[src/rtl/pcfs_pkg.sv]
// Package for the periodic CAN frame scheduler: frame kinds, identifiers,
// timer periods, register map and the structs passed between the blocks.
// No dependencies.
package pcfs_pkg;

    // Frame kinds, in the order they are checked and sent
    localparam int NUM_FRAMES  = 6;
    localparam int FRM_TORQUE  = 0;
    localparam int FRM_RPM     = 1;
    localparam int FRM_SPEED   = 2;
    localparam int FRM_TEMP    = 3;
    localparam int FRM_FUEL    = 4;
    localparam int FRM_BATTERY = 5;

    // One-hot selects of the frame kinds within a due mask
    localparam logic [NUM_FRAMES-1:0] MASK_TORQUE  = 6'b000001;
    localparam logic [NUM_FRAMES-1:0] MASK_RPM     = 6'b000010;
    localparam logic [NUM_FRAMES-1:0] MASK_SPEED   = 6'b000100;
    localparam logic [NUM_FRAMES-1:0] MASK_TEMP    = 6'b001000;
    localparam logic [NUM_FRAMES-1:0] MASK_FUEL    = 6'b010000;
    localparam logic [NUM_FRAMES-1:0] MASK_BATTERY = 6'b100000;

    // CAN identifiers
    localparam logic [10:0] ID_TORQUE  = 11'h0A8;
    localparam logic [10:0] ID_RPM     = 11'h0AA;
    localparam logic [10:0] ID_SPEED   = 11'h1A6;
    localparam logic [10:0] ID_TEMP    = 11'h1D0;
    localparam logic [10:0] ID_FUEL    = 11'h349;
    localparam logic [10:0] ID_BATTERY = 11'h3B4;

    localparam logic [3:0] LEN_FULL = 4'd8;
    localparam logic [3:0] LEN_FUEL = 4'd5;

    // Send periods in ms and timer values after reset
    localparam logic [31:0] PERIOD [NUM_FRAMES] =
        '{32'd10, 32'd10, 32'd100, 32'd200, 32'd200, 32'd4000};
    localparam logic [31:0] TIMER_RESET [NUM_FRAMES] =
        '{32'd18, 32'd6, 32'd4, 32'd20, 32'd24, 32'd28};

    // Reciprocal multipliers: x/50 = (x*M50)>>36, x/3 = (x*M3)>>33, exact for 32-bit x
    localparam logic [31:0] DIV50_MAGIC = 32'h51EB_851F;
    localparam int          DIV50_SHIFT = 36;
    localparam logic [31:0] DIV3_MAGIC  = 32'hAAAA_AAAB;
    localparam int          DIV3_SHIFT  = 33;

    localparam logic [15:0] SPEED_COUNTER_STEP = 16'd200;
    localparam logic [7:0]  TEMP_OFFSET        = 8'd48;
    localparam logic [7:0]  FUEL_SCALE         = 8'd160;
    localparam logic [6:0]  BATTERY_SCALE      = 7'd68;
    localparam logic [7:0]  BATTERY_HI_OFFSET  = 8'd240;

    localparam int QUEUE_DEPTH = 4;

    // Register map (word index)
    localparam logic [2:0] REG_ENGINE_RPM      = 3'd0;
    localparam logic [2:0] REG_ENGINE_TORQUE   = 3'd1;
    localparam logic [2:0] REG_INJECTOR_VOLUME = 3'd2;
    localparam logic [2:0] REG_BATTERY_VOLTS   = 3'd3;
    localparam logic [2:0] REG_ENGINE_TEMP     = 3'd4;

    localparam logic [13:0]       RST_ENGINE_RPM      = 14'd900;
    localparam logic [10:0]       RST_ENGINE_TORQUE   = 11'd2;
    localparam logic [7:0]        RST_INJECTOR_VOLUME = 8'd7;
    localparam logic [7:0]        RST_BATTERY_VOLTS   = 8'd12;
    localparam logic signed [8:0] RST_ENGINE_TEMP     = 9'sd20;

    // One input tick
    typedef struct packed {
        logic       engine_running;
        logic [8:0] fuel_level;
        logic       brake_active;
        logic       clutch_pressed;
        logic [8:0] speed_kmh;
        logic       ignition_on;
        logic [31:0] now_ms;
    } pcfs_tick_t;

    // Configuration registers
    typedef struct packed {
        logic [13:0]       engine_rpm;
        logic [10:0]       engine_torque;
        logic [7:0]        injector_volume;
        logic [7:0]        battery_volts;
        logic signed [8:0] engine_temp;
    } pcfs_cfg_t;

    // Classified tick handed from front to back
    typedef struct packed {
        logic [NUM_FRAMES-1:0] mask;
        logic                  clutch_pressed;
        logic                  brake_active;
        logic [8:0]            fuel_level;
        logic                  engine_running;
        logic [15:0]           speed_inc;
    } pcfs_job_t;

    // One CAN frame, data[0] is byte 0
    typedef struct packed {
        logic [7:0][7:0] data;
        logic [3:0]      length;
        logic [10:0]     id;
    } pcfs_frame_t;

endpackage

[src/rtl/pcfs_front.sv]
// Front end of the scheduler: takes ticks, checks the six send timers and
// works out the speed increment in a multiplier pipeline. Uses pcfs_pkg.
module pcfs_front
(
    input  logic                clk,
    input  logic                rst_n,
    input  logic                tick_valid,
    output logic                tick_ready,
    input  pcfs_pkg::pcfs_tick_t tick,
    output logic                push,
    output pcfs_pkg::pcfs_job_t push_job,
    input  logic                q_full
);

    logic [31:0] timer_reg [pcfs_pkg::NUM_FRAMES];
    logic [31:0] elapsed   [pcfs_pkg::NUM_FRAMES];
    logic [pcfs_pkg::NUM_FRAMES-1:0] due;

    logic                accept;
    logic                en;

    // stage A: classified tick and speed elapsed time
    logic                valid_a_reg;
    pcfs_pkg::pcfs_job_t job_a_reg;
    logic [31:0]         el_a_reg;
    logic [8:0]          kmh_a_reg;
    // stage B: elapsed / 50
    logic                valid_b_reg;
    pcfs_pkg::pcfs_job_t job_b_reg;
    logic [26:0]         quot_b_reg;
    logic [8:0]          kmh_b_reg;
    // stage C: times speed, wrapped at 32 bits
    logic                valid_c_reg;
    pcfs_pkg::pcfs_job_t job_c_reg;
    logic [31:0]         prod_c_reg;
    // stage D: divided by 3, ready for the queue
    logic                valid_d_reg;
    pcfs_pkg::pcfs_job_t job_d_reg;

    logic [63:0] div50_prod;
    logic [34:0] speed_prod;
    logic [63:0] div3_prod;

    // Whole pipeline advances unless the last stage holds a job the queue cannot take
    assign en         = !(valid_d_reg && (job_d_reg.mask != '0)) || !q_full;
    assign tick_ready = en;
    assign accept     = tick_valid && en;
    assign push       = valid_d_reg && (job_d_reg.mask != '0) && !q_full;
    assign push_job   = job_d_reg;

    // Timer checks, with wrapping differences
    always_comb
    begin
        for (int i = 0; i < pcfs_pkg::NUM_FRAMES; i++)
        begin
            elapsed[i] = tick.now_ms - timer_reg[i];
            due[i]     = tick.ignition_on && (elapsed[i] >= pcfs_pkg::PERIOD[i]);
        end
    end

    // Restart each timer that fires
    always_ff @(posedge clk or negedge rst_n)
    begin
        if (!rst_n)
        begin
            for (int i = 0; i < pcfs_pkg::NUM_FRAMES; i++)
                timer_reg[i] <= pcfs_pkg::TIMER_RESET[i];
        end
        else if (accept)
        begin
            for (int i = 0; i < pcfs_pkg::NUM_FRAMES; i++)
                if (due[i])
                    timer_reg[i] <= tick.now_ms;
        end
    end

    assign div50_prod = 64'(el_a_reg) * 64'(pcfs_pkg::DIV50_MAGIC);
    assign speed_prod = 35'(quot_b_reg) * 35'(kmh_b_reg);
    assign div3_prod  = 64'(prod_c_reg) * 64'(pcfs_pkg::DIV3_MAGIC);

    // Pipeline valids
    always_ff @(posedge clk or negedge rst_n)
    begin
        if (!rst_n)
        begin
            valid_a_reg <= 1'b0;
            valid_b_reg <= 1'b0;
            valid_c_reg <= 1'b0;
            valid_d_reg <= 1'b0;
        end
        else if (en)
        begin
            valid_a_reg <= tick_valid;
            valid_b_reg <= valid_a_reg;
            valid_c_reg <= valid_b_reg;
            valid_d_reg <= valid_c_reg;
        end
    end

    // Pipeline payload
    always_ff @(posedge clk)
    begin
        if (en)
        begin
            job_a_reg.mask           <= due;
            job_a_reg.clutch_pressed <= tick.clutch_pressed;
            job_a_reg.brake_active   <= tick.brake_active;
            job_a_reg.fuel_level     <= tick.fuel_level;
            job_a_reg.engine_running <= tick.engine_running;
            job_a_reg.speed_inc      <= '0;
            el_a_reg                 <= elapsed[pcfs_pkg::FRM_SPEED];
            kmh_a_reg                <= tick.speed_kmh;

            job_b_reg  <= job_a_reg;
            quot_b_reg <= 27'(div50_prod >> pcfs_pkg::DIV50_SHIFT);
            kmh_b_reg  <= kmh_a_reg;

            job_c_reg  <= job_b_reg;
            prod_c_reg <= speed_prod[31:0];

            job_d_reg.mask           <= job_c_reg.mask;
            job_d_reg.clutch_pressed <= job_c_reg.clutch_pressed;
            job_d_reg.brake_active   <= job_c_reg.brake_active;
            job_d_reg.fuel_level     <= job_c_reg.fuel_level;
            job_d_reg.engine_running <= job_c_reg.engine_running;
            job_d_reg.speed_inc      <= 16'(div3_prod >> pcfs_pkg::DIV3_SHIFT);
        end
    end

endmodule

[src/rtl/pcfs_queue.sv]
// Short FIFO of classified ticks between front and back end.
// Uses pcfs_pkg for the job struct.
module pcfs_queue
#(
    parameter int DEPTH = pcfs_pkg::QUEUE_DEPTH
)
(
    input  logic                clk,
    input  logic                rst_n,
    input  logic                push,
    input  pcfs_pkg::pcfs_job_t push_job,
    output logic                full,
    input  logic                pop,
    output logic                pop_valid,
    output pcfs_pkg::pcfs_job_t pop_job
);

    localparam int PW = (DEPTH > 1) ? $clog2(DEPTH) : 1;
    localparam int CW = $clog2(DEPTH + 1);

    pcfs_pkg::pcfs_job_t entry_reg [DEPTH];
    logic [PW-1:0] wr_ptr_reg, wr_ptr_next;
    logic [PW-1:0] rd_ptr_reg, rd_ptr_next;
    logic [CW-1:0] count_reg, count_next;

    assign full      = (count_reg == CW'(DEPTH));
    assign pop_valid = (count_reg != '0);
    assign pop_job   = entry_reg[rd_ptr_reg];

    // Pointer and fill count update
    always_comb
    begin
        wr_ptr_next = wr_ptr_reg;
        rd_ptr_next = rd_ptr_reg;
        count_next  = count_reg;
        if (push)
            wr_ptr_next = (wr_ptr_reg == PW'(DEPTH - 1)) ? '0 : wr_ptr_reg + PW'(1);
        if (pop)
            rd_ptr_next = (rd_ptr_reg == PW'(DEPTH - 1)) ? '0 : rd_ptr_reg + PW'(1);
        if (push && !pop)
            count_next = count_reg + CW'(1);
        else if (pop && !push)
            count_next = count_reg - CW'(1);
    end

    always_ff @(posedge clk or negedge rst_n)
    begin
        if (!rst_n)
        begin
            wr_ptr_reg <= '0;
            rd_ptr_reg <= '0;
            count_reg  <= '0;
        end
        else
        begin
            wr_ptr_reg <= wr_ptr_next;
            rd_ptr_reg <= rd_ptr_next;
            count_reg  <= count_next;
        end
    end

    // Entry storage
    always_ff @(posedge clk)
    begin
        if (push)
            entry_reg[wr_ptr_reg] <= push_job;
    end

endmodule

[src/rtl/pcfs_back.sv]
// Back end of the scheduler: walks the due mask of each tick, builds one
// CAN frame per cycle into the output register while out_ready lets it,
// and keeps the rolling counters. Uses pcfs_pkg.
module pcfs_back
(
    input  logic                  clk,
    input  logic                  rst_n,
    input  pcfs_pkg::pcfs_cfg_t   cfg,
    input  logic                  q_valid,
    input  pcfs_pkg::pcfs_job_t   q_job,
    output logic                  q_pop,
    output logic                  out_valid,
    input  logic                  out_ready,
    output pcfs_pkg::pcfs_frame_t out_frame,
    output logic                  out_last
);

    logic                job_valid_reg, job_valid_next;
    logic [pcfs_pkg::NUM_FRAMES-1:0] mask_reg, mask_next;
    pcfs_pkg::pcfs_job_t job_reg;

    logic [15:0] speed_accum_reg;
    logic [15:0] speed_counter_reg;
    logic [15:0] injector_total_reg;
    logic [7:0]  temp_count_reg;

    logic                  out_valid_reg, out_valid_next;
    pcfs_pkg::pcfs_frame_t frame_reg, frame_next;
    logic                  last_reg;

    logic [pcfs_pkg::NUM_FRAMES-1:0] sel;
    logic [pcfs_pkg::NUM_FRAMES-1:0] rest;
    logic        last;
    logic        load;
    logic        emit;
    logic [15:0] accum_sum;
    logic [15:0] torque_val;
    logic [15:0] rpm_val;
    logic [16:0] fuel_prod;
    logic [14:0] batt_prod;
    logic [7:0]  temp_byte;

    // Pick the lowest due frame still pending
    assign sel  = mask_reg & (~mask_reg + pcfs_pkg::NUM_FRAMES'(1));
    assign rest = mask_reg & ~sel;
    assign last = (rest == '0);

    assign load  = !out_valid_reg || out_ready;
    assign emit  = job_valid_reg && load;
    assign q_pop = q_valid && (!job_valid_reg || (emit && last));

    assign out_valid = out_valid_reg;
    assign out_frame = frame_reg;
    assign out_last  = last_reg;

    // Job sequencing
    always_comb
    begin
        job_valid_next = job_valid_reg;
        mask_next      = mask_reg;
        if (q_pop)
        begin
            job_valid_next = 1'b1;
            mask_next      = q_job.mask;
        end
        else if (emit)
        begin
            job_valid_next = !last;
            mask_next      = rest;
        end
        out_valid_next = emit ? 1'b1 : (out_ready ? 1'b0 : out_valid_reg);
    end

    // Scaled values
    assign accum_sum  = speed_accum_reg + job_reg.speed_inc;
    assign torque_val = {cfg.engine_torque, 5'b0};
    assign rpm_val    = {cfg.engine_rpm, 2'b0};
    assign fuel_prod  = 17'(job_reg.fuel_level) * 17'(pcfs_pkg::FUEL_SCALE);
    assign batt_prod  = 15'(cfg.battery_volts) * 15'(pcfs_pkg::BATTERY_SCALE);
    assign temp_byte  = cfg.engine_temp[7:0] + pcfs_pkg::TEMP_OFFSET;

    // Frame builder
    always_comb
    begin
        frame_next        = '0;
        frame_next.length = pcfs_pkg::LEN_FULL;
        case (sel)
            pcfs_pkg::MASK_TORQUE:
            begin
                frame_next.id      = pcfs_pkg::ID_TORQUE;
                frame_next.data[0] = 8'h54;
                frame_next.data[1] = torque_val[7:0];
                frame_next.data[2] = torque_val[15:8];
                frame_next.data[3] = torque_val[7:0];
                frame_next.data[4] = torque_val[15:8];
                frame_next.data[5] = job_reg.clutch_pressed ? 8'hF1 : 8'hF0;
                frame_next.data[6] = 8'h03;
                frame_next.data[7] = job_reg.brake_active ? 8'h20 : 8'h02;
            end
            pcfs_pkg::MASK_RPM:
            begin
                frame_next.id      = pcfs_pkg::ID_RPM;
                frame_next.data[0] = 8'hFE;
                frame_next.data[1] = 8'hFE;
                frame_next.data[2] = 8'hFF;
                frame_next.data[3] = 8'h00;
                frame_next.data[4] = rpm_val[7:0];
                frame_next.data[5] = rpm_val[15:8];
                frame_next.data[6] = 8'hFE;
                frame_next.data[7] = 8'h99;
            end
            pcfs_pkg::MASK_SPEED:
            begin
                frame_next.id      = pcfs_pkg::ID_SPEED;
                frame_next.data[0] = accum_sum[7:0];
                frame_next.data[1] = accum_sum[15:8];
                frame_next.data[2] = accum_sum[7:0];
                frame_next.data[3] = accum_sum[15:8];
                frame_next.data[4] = accum_sum[7:0];
                frame_next.data[5] = accum_sum[15:8];
                frame_next.data[6] = speed_counter_reg[7:0];
                frame_next.data[7] = speed_counter_reg[15:8] | 8'hF0;
            end
            pcfs_pkg::MASK_TEMP:
            begin
                frame_next.id      = pcfs_pkg::ID_TEMP;
                frame_next.data[0] = temp_byte;
                frame_next.data[1] = temp_byte;
                frame_next.data[2] = temp_count_reg;
                frame_next.data[3] = 8'hCB;
                frame_next.data[4] = injector_total_reg[7:0];
                frame_next.data[5] = injector_total_reg[15:8];
                frame_next.data[6] = job_reg.clutch_pressed ? 8'hCD : 8'hCC;
                frame_next.data[7] = 8'h90;
            end
            pcfs_pkg::MASK_FUEL:
            begin
                frame_next.id      = pcfs_pkg::ID_FUEL;
                frame_next.length  = pcfs_pkg::LEN_FUEL;
                frame_next.data[0] = fuel_prod[7:0];
                frame_next.data[1] = fuel_prod[15:8];
                frame_next.data[2] = fuel_prod[7:0];
                frame_next.data[3] = fuel_prod[15:8];
            end
            pcfs_pkg::MASK_BATTERY:
            begin
                frame_next.id      = pcfs_pkg::ID_BATTERY;
                frame_next.data[0] = batt_prod[7:0];
                frame_next.data[1] = {1'b0, batt_prod[14:8]} + pcfs_pkg::BATTERY_HI_OFFSET;
                frame_next.data[2] = job_reg.engine_running ? 8'h00 : 8'h09;
                frame_next.data[3] = 8'hFF;
                frame_next.data[4] = 8'hFF;
                frame_next.data[5] = 8'hFF;
                frame_next.data[6] = 8'hFF;
                frame_next.data[7] = 8'hFF;
            end
            default:
            begin
                frame_next = '0;
            end
        endcase
    end

    // Control state and rolling counters
    always_ff @(posedge clk or negedge rst_n)
    begin
        if (!rst_n)
        begin
            job_valid_reg      <= 1'b0;
            mask_reg           <= '0;
            out_valid_reg      <= 1'b0;
            speed_accum_reg    <= '0;
            speed_counter_reg  <= '0;
            injector_total_reg <= '0;
            temp_count_reg     <= '0;
        end
        else
        begin
            job_valid_reg <= job_valid_next;
            mask_reg      <= mask_next;
            out_valid_reg <= out_valid_next;
            if (emit && (sel == pcfs_pkg::MASK_SPEED))
            begin
                speed_accum_reg   <= accum_sum;
                speed_counter_reg <= speed_counter_reg + pcfs_pkg::SPEED_COUNTER_STEP;
            end
            if (emit && (sel == pcfs_pkg::MASK_TEMP))
            begin
                injector_total_reg <= injector_total_reg + 16'(cfg.injector_volume);
                temp_count_reg     <= temp_count_reg + 8'd1;
            end
        end
    end

    // Job payload and output register
    always_ff @(posedge clk)
    begin
        if (q_pop)
            job_reg <= q_job;
        if (emit)
        begin
            frame_reg <= frame_next;
            last_reg  <= last;
        end
    end

endmodule

[src/rtl/periodic_can_frame_scheduler.sv]
// Top level of the periodic CAN frame scheduler: stream ports, APB register
// block, and the front end, queue and back end. Uses pcfs_pkg and pcfs_front,
// pcfs_queue, pcfs_back.

// One tick beat is taken per clock while the queue has room; the front end
// checks the six send timers at acceptance and runs the speed scaling through
// a four-stage multiplier pipeline. The first frame of a tick is offered once
// it has passed stages A to D, the queue and the back end's job and output
// registers. The back end sends one frame per cycle while m_tready is high,
// so a tick with n due frames gives n beats (at most six); that frame builder
// sets the sustained rate. Frames of one tick come out in the order torque,
// rpm, speed, temperature, fuel, battery, the last one with m_tlast set; a
// tick with ignition off or nothing due gives no beat at all. There is no
// clearing pass after reset. Registers are written over APB at byte addresses
// 0, 4, 8, 12 and 16 and should only be changed while the block is idle.
module periodic_can_frame_scheduler
#(
    parameter int QUEUE_DEPTH = pcfs_pkg::QUEUE_DEPTH
)
(
    input  logic        clk,
    input  logic        rst_n,
    // tick stream
    input  logic        s_tvalid,
    output logic        s_tready,
    // s_tdata, from bit 0: now_ms[31:0], ignition_on, speed_kmh[8:0],
    // clutch_pressed, brake_active, fuel_level[8:0], engine_running, 2 zero bits
    input  logic [55:0] s_tdata,
    // frame stream
    output logic        m_tvalid,
    input  logic        m_tready,
    // m_tdata, from bit 0: frame_id[10:0], frame_length[3:0], byte_0 .. byte_7,
    // 1 zero bit
    output logic [79:0] m_tdata,
    output logic        m_tlast,
    // register port
    input  logic        psel,
    input  logic        penable,
    input  logic        pwrite,
    input  logic [4:0]  paddr,
    input  logic [31:0] pwdata,
    output logic [31:0] prdata,
    output logic        pready
);

    pcfs_pkg::pcfs_tick_t  tick;
    pcfs_pkg::pcfs_cfg_t   cfg;
    pcfs_pkg::pcfs_job_t   push_job;
    pcfs_pkg::pcfs_job_t   pop_job;
    pcfs_pkg::pcfs_frame_t frame;
    logic push;
    logic pop;
    logic q_full;
    logic q_valid;
    logic cfg_wr;

    logic [13:0]       engine_rpm_reg;
    logic [10:0]       engine_torque_reg;
    logic [7:0]        injector_volume_reg;
    logic [7:0]        battery_volts_reg;
    logic signed [8:0] engine_temp_reg;

    // Unpack the tick beat
    assign tick.now_ms         = s_tdata[31:0];
    assign tick.ignition_on    = s_tdata[32];
    assign tick.speed_kmh      = s_tdata[41:33];
    assign tick.clutch_pressed = s_tdata[42];
    assign tick.brake_active   = s_tdata[43];
    assign tick.fuel_level     = s_tdata[52:44];
    assign tick.engine_running = s_tdata[53];

    // Register block
    assign pready = 1'b1;
    assign cfg_wr = psel && penable && pwrite && pready;

    always_ff @(posedge clk or negedge rst_n)
    begin
        if (!rst_n)
        begin
            engine_rpm_reg      <= pcfs_pkg::RST_ENGINE_RPM;
            engine_torque_reg   <= pcfs_pkg::RST_ENGINE_TORQUE;
            injector_volume_reg <= pcfs_pkg::RST_INJECTOR_VOLUME;
            battery_volts_reg   <= pcfs_pkg::RST_BATTERY_VOLTS;
            engine_temp_reg     <= pcfs_pkg::RST_ENGINE_TEMP;
        end
        else if (cfg_wr)
        begin
            case (paddr[4:2])
                pcfs_pkg::REG_ENGINE_RPM:      engine_rpm_reg      <= pwdata[13:0];
                pcfs_pkg::REG_ENGINE_TORQUE:   engine_torque_reg   <= pwdata[10:0];
                pcfs_pkg::REG_INJECTOR_VOLUME: injector_volume_reg <= pwdata[7:0];
                pcfs_pkg::REG_BATTERY_VOLTS:   battery_volts_reg   <= pwdata[7:0];
                pcfs_pkg::REG_ENGINE_TEMP:     engine_temp_reg     <= $signed(pwdata[8:0]);
                default:                       ;
            endcase
        end
    end

    // Read back
    always_comb
    begin
        case (paddr[4:2])
            pcfs_pkg::REG_ENGINE_RPM:      prdata = 32'(engine_rpm_reg);
            pcfs_pkg::REG_ENGINE_TORQUE:   prdata = 32'(engine_torque_reg);
            pcfs_pkg::REG_INJECTOR_VOLUME: prdata = 32'(injector_volume_reg);
            pcfs_pkg::REG_BATTERY_VOLTS:   prdata = 32'(battery_volts_reg);
            pcfs_pkg::REG_ENGINE_TEMP:     prdata = 32'(engine_temp_reg);
            default:                       prdata = '0;
        endcase
    end

    assign cfg.engine_rpm      = engine_rpm_reg;
    assign cfg.engine_torque   = engine_torque_reg;
    assign cfg.injector_volume = injector_volume_reg;
    assign cfg.battery_volts   = battery_volts_reg;
    assign cfg.engine_temp     = engine_temp_reg;

    pcfs_front u_front
    (
        .clk        (clk),
        .rst_n      (rst_n),
        .tick_valid (s_tvalid),
        .tick_ready (s_tready),
        .tick       (tick),
        .push       (push),
        .push_job   (push_job),
        .q_full     (q_full)
    );

    pcfs_queue
    #(
        .DEPTH (QUEUE_DEPTH)
    )
    u_queue
    (
        .clk       (clk),
        .rst_n     (rst_n),
        .push      (push),
        .push_job  (push_job),
        .full      (q_full),
        .pop       (pop),
        .pop_valid (q_valid),
        .pop_job   (pop_job)
    );

    pcfs_back u_back
    (
        .clk       (clk),
        .rst_n     (rst_n),
        .cfg       (cfg),
        .q_valid   (q_valid),
        .q_job     (pop_job),
        .q_pop     (pop),
        .out_valid (m_tvalid),
        .out_ready (m_tready),
        .out_frame (frame),
        .out_last  (m_tlast)
    );

    assign m_tdata = {1'b0, frame.data, frame.length, frame.id};

    // Track the previous identifier within a run of frames
    logic        run_open_reg;
    logic [10:0] prev_id_reg;

    always_ff @(posedge clk or negedge rst_n)
    begin
        if (!rst_n)
        begin
            run_open_reg <= 1'b0;
            prev_id_reg  <= '0;
        end
        else if (m_tvalid && m_tready)
        begin
            run_open_reg <= !m_tlast;
            prev_id_reg  <= frame.id;
        end
    end

    // Only ticks with at least one due frame enter the queue
    assert property (@(posedge clk) disable iff (!rst_n)
        push |-> (push_job.mask != '0))
        else $error("empty job pushed into queue");

    // Frames of one tick come out in rising identifier order
    assert property (@(posedge clk) disable iff (!rst_n)
        (m_tvalid && m_tready && run_open_reg) |-> (frame.id > prev_id_reg))
        else $error("frame order within a tick broken");

    // A five-byte frame is the fuel frame and carries zero in bytes 5 and 7
    assert property (@(posedge clk) disable iff (!rst_n)
        (m_tvalid && (frame.length == pcfs_pkg::LEN_FUEL)) |->
            (frame.id == pcfs_pkg::ID_FUEL && frame.data[7] == 8'h00
             && frame.data[5] == 8'h00))
        else $error("short frame with stray data");

    // The back end never pops an empty queue
    assert property (@(posedge clk) disable iff (!rst_n)
        pop |-> q_valid)
        else $error("pop from empty queue");

endmodule
[config.mk]
export PLATFORM = sky130hd
export DESIGN_NAME = periodic_can_frame_scheduler
export DESIGN_NICKNAME = d
export VERILOG_FILES = /design/src/rtl/pcfs_pkg.sv /design/src/rtl/pcfs_front.sv /design/src/rtl/pcfs_queue.sv /design/src/rtl/pcfs_back.sv /design/src/rtl/periodic_can_frame_scheduler.sv
export SDC_FILE = /design/constraint.sdc
export NUM_CORES = 2
export LEC_CHECK = 0
export ABC_AREA = 1
export BUFFER_PORTS_ARGS = -buffer_cell sky130_fd_sc_hd__buf_2
export CAP_MARGIN = 15
export CORE_AREA = 2 2 517 262
export DETAILED_ROUTE_END_ITERATION = 16
export DIE_AREA = 0 0 519 264
export GPL_ROUTABILITY_DRIVEN = 0
export PLACE_DENSITY_LB_ADDON = 0.05
export SLEW_MARGIN = 40
export SYNTH_ARGS = -nofsm -noshare
export SYNTH_HDL_FRONTEND = slang
export SYNTH_SLANG_ARGS = --single-unit
[constraint.sdc]
create_clock -name clk -period 12.9 [get_ports clk]
set_input_delay 0.645 -clock clk [delete_from_list [all_inputs] [get_ports clk]]
set_output_delay 0.645 -clock clk [all_outputs]
set_load 0.05 [all_outputs]
# After elaboration in Yosys (flattened, before gate mapping)
# Memory sizes are Yosys's and may differ from the RTL's.
# Index checks and enable logic that the tools add are counted.
# op_classes
add_sub_neg	17
mul	5
order_cmp	6
eq_ne	13
mux	21
n_bitwise	4
reduce_logical	47
# op_table
cell	count
case mux 32 bit (5 select lines)	2
case mux 32 bit (6 select lines)	1
subtractor 32 bit	6
greater-or-equal comparator 32 x 4 -> 1 bit, second input constant	2
greater-or-equal comparator 32 x 8 -> 1 bit, second input constant	2
multiplier 32 x 31 -> 63 bit, second input constant	1
case mux 10 bit (6 select lines)	1
multiplier 32 x 32 -> 49 bit, second input constant	1
greater-or-equal comparator 32 x 12 -> 1 bit, second input constant	1
greater-or-equal comparator 32 x 7 -> 1 bit, second input constant	1
multiplier 27 x 9 -> 32 bit	1
AND reduction 2 bit	11
logical AND 1 bit	18
2-to-1 mux 6 bit	3
adder 16 bit	1
adder 16 x 8 -> 16 bit	1
adder 16 x 8 -> 16 bit, second input constant	1
multiplier 8 x 5 -> 13 bit, second input constant	1
bitwise AND 6 bit	2
inverter 6 bit	2
multiplier 9 x 3 -> 11 bit, second input constant	1
adder 7 x 8 -> 8 bit, second input constant	1
adder 8 x 1 -> 8 bit, second input constant	1
adder 8 x 6 -> 8 bit, second input constant	1
27 further kinds	50
# totals
regBits	622
ram_bits	136
input_bits	100
out_inout_bits	116
word_cells	181
memories	1
# mem_list
memory	depth	word_bits	read_ports	rd_ports_with_merged_regs	write_ports	line	text
u_queue.entry_reg	4	34	1	0	1	pcfs_queue.sv:21	pcfs_pkg::pcfs_job_t entry_reg [DEPTH];

# Longest topological paths before layout
# logic_depth
ltp_word	12
depth_mapped	29

# Modules after synthesis
# From an unflattened synthesis, not the netlist that was laid out.
# unflattened
hier_cells	10560
hier_area_um2	85897.4
# by_module_without_submodules
module	instances	cells_per_inst	area_per_inst_um2
pcfs_front	1	8795	68453.2
pcfs_back	1	989	8899.8
pcfs_queue	1	450	5881.9
periodic_can_frame_scheduler	1	326	2662.6

# Worst setup path after synthesis
# Ideal clock, no wire load.
# synth_path
path_type	register to register
from	register u_queue.count_reg[0]
to	register u_front.el_a_reg[0], enable pin
arrival_ps	5485
t_required_ps	10652
slack_ps	5167
path_stages_with_launch	3
period_less_slack_ps	7733
path_cell_list	dfrtp_1 -> nor3_1 -> nand3_1
# synth_via
elab_chain_len	3
# synth_lines
item	line	text
from (decl)	pcfs_queue.sv:24	logic [CW-1:0] count_reg, count_next;
from (signal assigned)	pcfs_queue.sv:58	count_reg <= count_next;
equality test 3 bit	pcfs_queue.sv:26	assign full = (count_reg == CW'(DEPTH));
logical NOT 1 bit	pcfs_front.sv:45	assign en = !(valid_d_reg && (job_d_reg.mask != '0)) || !q_full;
logical OR 1 bit	pcfs_front.sv:45	
named net s_tready	periodic_can_frame_scheduler.sv:25	output logic s_tready,
to (signal assigned)	pcfs_front.sv:111	el_a_reg <= elapsed[pcfs_pkg::FRM_SPEED];
to (decl)	pcfs_front.sv:25	logic [31:0] el_a_reg;
# The timed path passes the listed nets, and every way through them passes these cells.
# A chain may end at the register's enable or synchronous reset.

# Worst setup path after layout
# layout_path
from	register u_front.prod_c_reg[0]
to	register u_front.job_d_reg (netlist bit u_front.push_job[15]), data pin
# layout_via
elab_chain_len	1
# layout_lines
item	line	text
from (decl)	pcfs_front.sv:35	logic [31:0] prod_c_reg;
from (signal assigned)	pcfs_front.sv:119	prod_c_reg <= speed_prod[31:0];
multiplier 32 x 32 -> 49 bit	pcfs_front.sv:79	assign div3_prod = 64'(prod_c_reg) * 64'(pcfs_pkg::DIV3_MAGIC);
named net u_front.div3_prod[48]	pcfs_front.sv:42	logic [63:0] div3_prod;
to (decl)	pcfs_front.sv:38	pcfs_pkg::pcfs_job_t job_d_reg;
# The timed path passes the listed nets, and every way through them passes these cells.

==> impl_results.md <==
* Vias in the first global route at 67,090
* CP max FO at 9
* CP Capture Type: register
* Tightest Pin Transition at 927 ps
* RR Endpoint: u_front.push_job[15]
* Io pins at 216
* Total Routing Usage GR at 37.7%
* Share of layout cells above drive strength 1 at 4.31%
* Slew margin rel. at 38.2%
* Multiplexer area fraction after synthesis at 0.0267%
* Top post-synthesis cells by count: nand2_1 (2,608), inv_1 (2,551), ha_1 (934), fa_1 (927), nor2_1 (588)
* IO buf count at 189
* Largest cells by area after synthesis: fa_1 (22%), edfxtp_1 (16%), ha_1 (14%)
* Largest family of logic cells by synthesized area: adder cells
* Worst clock skew at 54.2 ps
* CTS-repair resized insts at 0
* Die ar. at 137,000 um^2
* Worst setup endpoint: u_front.push_job[15]
* Largest net degree at the start of global routing at 94
* Final Max Tran Viols at 0
* Seq/Total Area, Yosys at 24.8%
* H-tree depth at 3
* Final hold viol count at 0
* Die width at 519 um
* Clock latency on the worst-skew pair at 710 ps
* ANT nets after route at 0
* Vias per cell at 5.68
* Final setup TNS at 0 ps
* Fmax at 0.130 GHz
* CP required at 13,340 ps
* Number of clock sinks at 747
* Origin of the worst setup path: u_front.prod_c_reg[0]
* Post-synthesis xor/xnor area fraction at 2.19%
* Clock Pin Slew Worst Setup and Hold Paths at 60 ps
* Max reg flops at 192
* First-pass GRT wire length at 395 mm
* Count of final setup violators at 0
* Initial core utilization at 63.5%
* CTS tree: built
* Yosys Warn Count at 0
* Internal reg-to-reg setup slack at 5220 ps
* #FFs+latches synth at 747
* Nets at 12,369
* RSZ-0062 raised after global routing: false
* Cell Chain, Critical Path: ha_1, inv_1, fa_1, fa_1, fa_1, fa_1, inv_1, fa_1, fa_1, inv_1, fa_1, inv_1, ha_1, nand2_1, a21oi_1, nor2_1, o21bai_1, a221oi_1, o21ai_0, a21oi_1, xor2_1
* Tcrit/Tclk final at 59.6%
* Global route total overflow at 0
* Via Count at 69,711
* Clock period minus worst slack at 7680 ps
* CP max stage cell: edfxtp_1
* Mapped Cells at 10,305
* Die height at 264 um
* Post-synth EDFFs at 437
* Core ar. at 133,000 um^2
* Compound-gate portion of the synthesized area at 5.25%
* Count leader, synth: nand2_1
* DRC viols at 0
* Filler Cells Inserted at 11,024
* Hold crit path type: in2reg
* Simple-gate share of the synthesized area at 19.3%
* Syn avg cell area at 8.18 um^2
* Routed WL at 256 mm
* Largest stage delay, worst path at 750 ps
* Drt initial violations at 9,405
* Area leader, netlist: fa_1
* Drt pass-1 iters at 9
* Synth top area share at 22.0%
* Startpoint class of the critical path: register
* Initial antenna violation count at 4
* Async set-reset flop share out of synthesis at 41.5%
* Main synth FF type: edfxtp_1
* Area delta synth->final at 6.42%
* Clock buffer depth at 3
* Routed WL per cell at 20.8 um
* Reg2reg path depth at 21
* Max_cap viols at 0
* Library cells used by synthesis at 61
* Outcome: complete, no violations
* Clock root buffer: clkbuf_16
* DP Wirelength at 206 mm
* Num CTS Buffers at 73
* Mapped cell area at 84,300 um^2
* Crit Path Class: reg2reg
* Launch point of the worst reg-to-reg path: u_front.prod_c_reg[0]
* Arr. time, crit path at 8130 ps
* Synth Area in Adders at 35.9%
* CP dominant cell by count: fa_1
* # rows at 95
-- stage by stage --
step / utilization (%) / cells / hold slack (ps) / instance area (um^2) / setup WS [ps]
floorplan: - / 10307 / 349 / 84300 / 5170
global placement: 65.3 / 12117 / 401 / 86800 / 5610
detailed placement: 65.5 / 12126 / 405 / 87000 / 5540
CTS: 67.5 / 12263 / 64.7 / 89700 / 5400
global route: 67.5 / 12263 / 79.1 / 89700 / 5040
finish: 67.5 / 12264 / 117 / 89700 / 5220
-- cell type report --
type,instances,area (um^2),share of cell area (%)
inverters,2559,9610,10.7
flip-flops and latches,747,20900,23.3
well taps,1794,2240,2.50
clock buffers,88,1950,2.18
diodes,1,2.50,0.00279
clock inverters,48,721,0.803
multi-input cells,6795,52900,58.9
repair buffers,232,1400,1.56
-- kinds of logic after synthesis --
family          after synthesis
compound gates              795
other cells                   2
buf+inv                    2765
flops                       747
xor+xnor                    210
simple gates               3923
fa+ha+maj                  1861
mux                           2
-- how the worst min path moves through the flow --
| stage | start | endpoint | slack, ps | cells after the start |
|---|---|---|---|---|
| final | s_tdata[51] | u_front.job_a_reg[24] | 120 | 1 |
| after global routing | s_tdata[49] | u_front.job_a_reg[22] | 80 | 1 |
| after CTS | s_tdata[53] | u_front.job_a_reg[16] | 60 | 1 |
| after detailed placement | u_front.job_a_reg[18] | u_front.job_b_reg[18] | 400 | 0 |
| after global placement | u_front.kmh_a_reg[7] | u_front.kmh_b_reg[7] | 400 | 0 |
| after floorplan | rst_n | battery_volts_reg[0] | 350 | 0 |
-- layer usage --
| metal | track usage, % | routed length, um | share of wire [%] |
|---|---|---|---|
| met1 | 59.8 | 115000 | 45 |
| met2 | 46.1 | 91200 | 36 |
| met3 | 17.4 | 44800 | 18 |
| met4 | 6.26 | 4510 | 1.8 |
| met5 | 0 | 61 | 0.024 |
-- critical path: cells and delay by family (launching register included) --
kind	cells	cell delay [ps]
xor gates and xnor gates	1	400
and+or+nand+nor	2	390
DFF	1	750
buffers and inverters	4	410
adders and majority gates	9	4400
AOI/OAI and AO/OA	5	1080
-- what timing repair did --
action	4_1_cts	5_1_grt
buffers inserted	0	0
hold endpoints to repair	74	0
hold buffers	1	0
-- placed cells by master, fill, tap and decap left out, types with 137 or more instances in the layout --
cell / n
edfxtp_1: 437
xor2_1: 137
o21ai_0: 265
a21oi_1: 345
nand3_1: 280
buf_2: 187
nand4_1: 262
nor2_1: 584
dfrtp_1: 285
inv_1: 2549
nand2_1: 2607
fa_1: 927
ha_1: 934
Power is not shown: default switching activity piles up to over one toggle a cycle in this logic, so the estimate is an artifact.
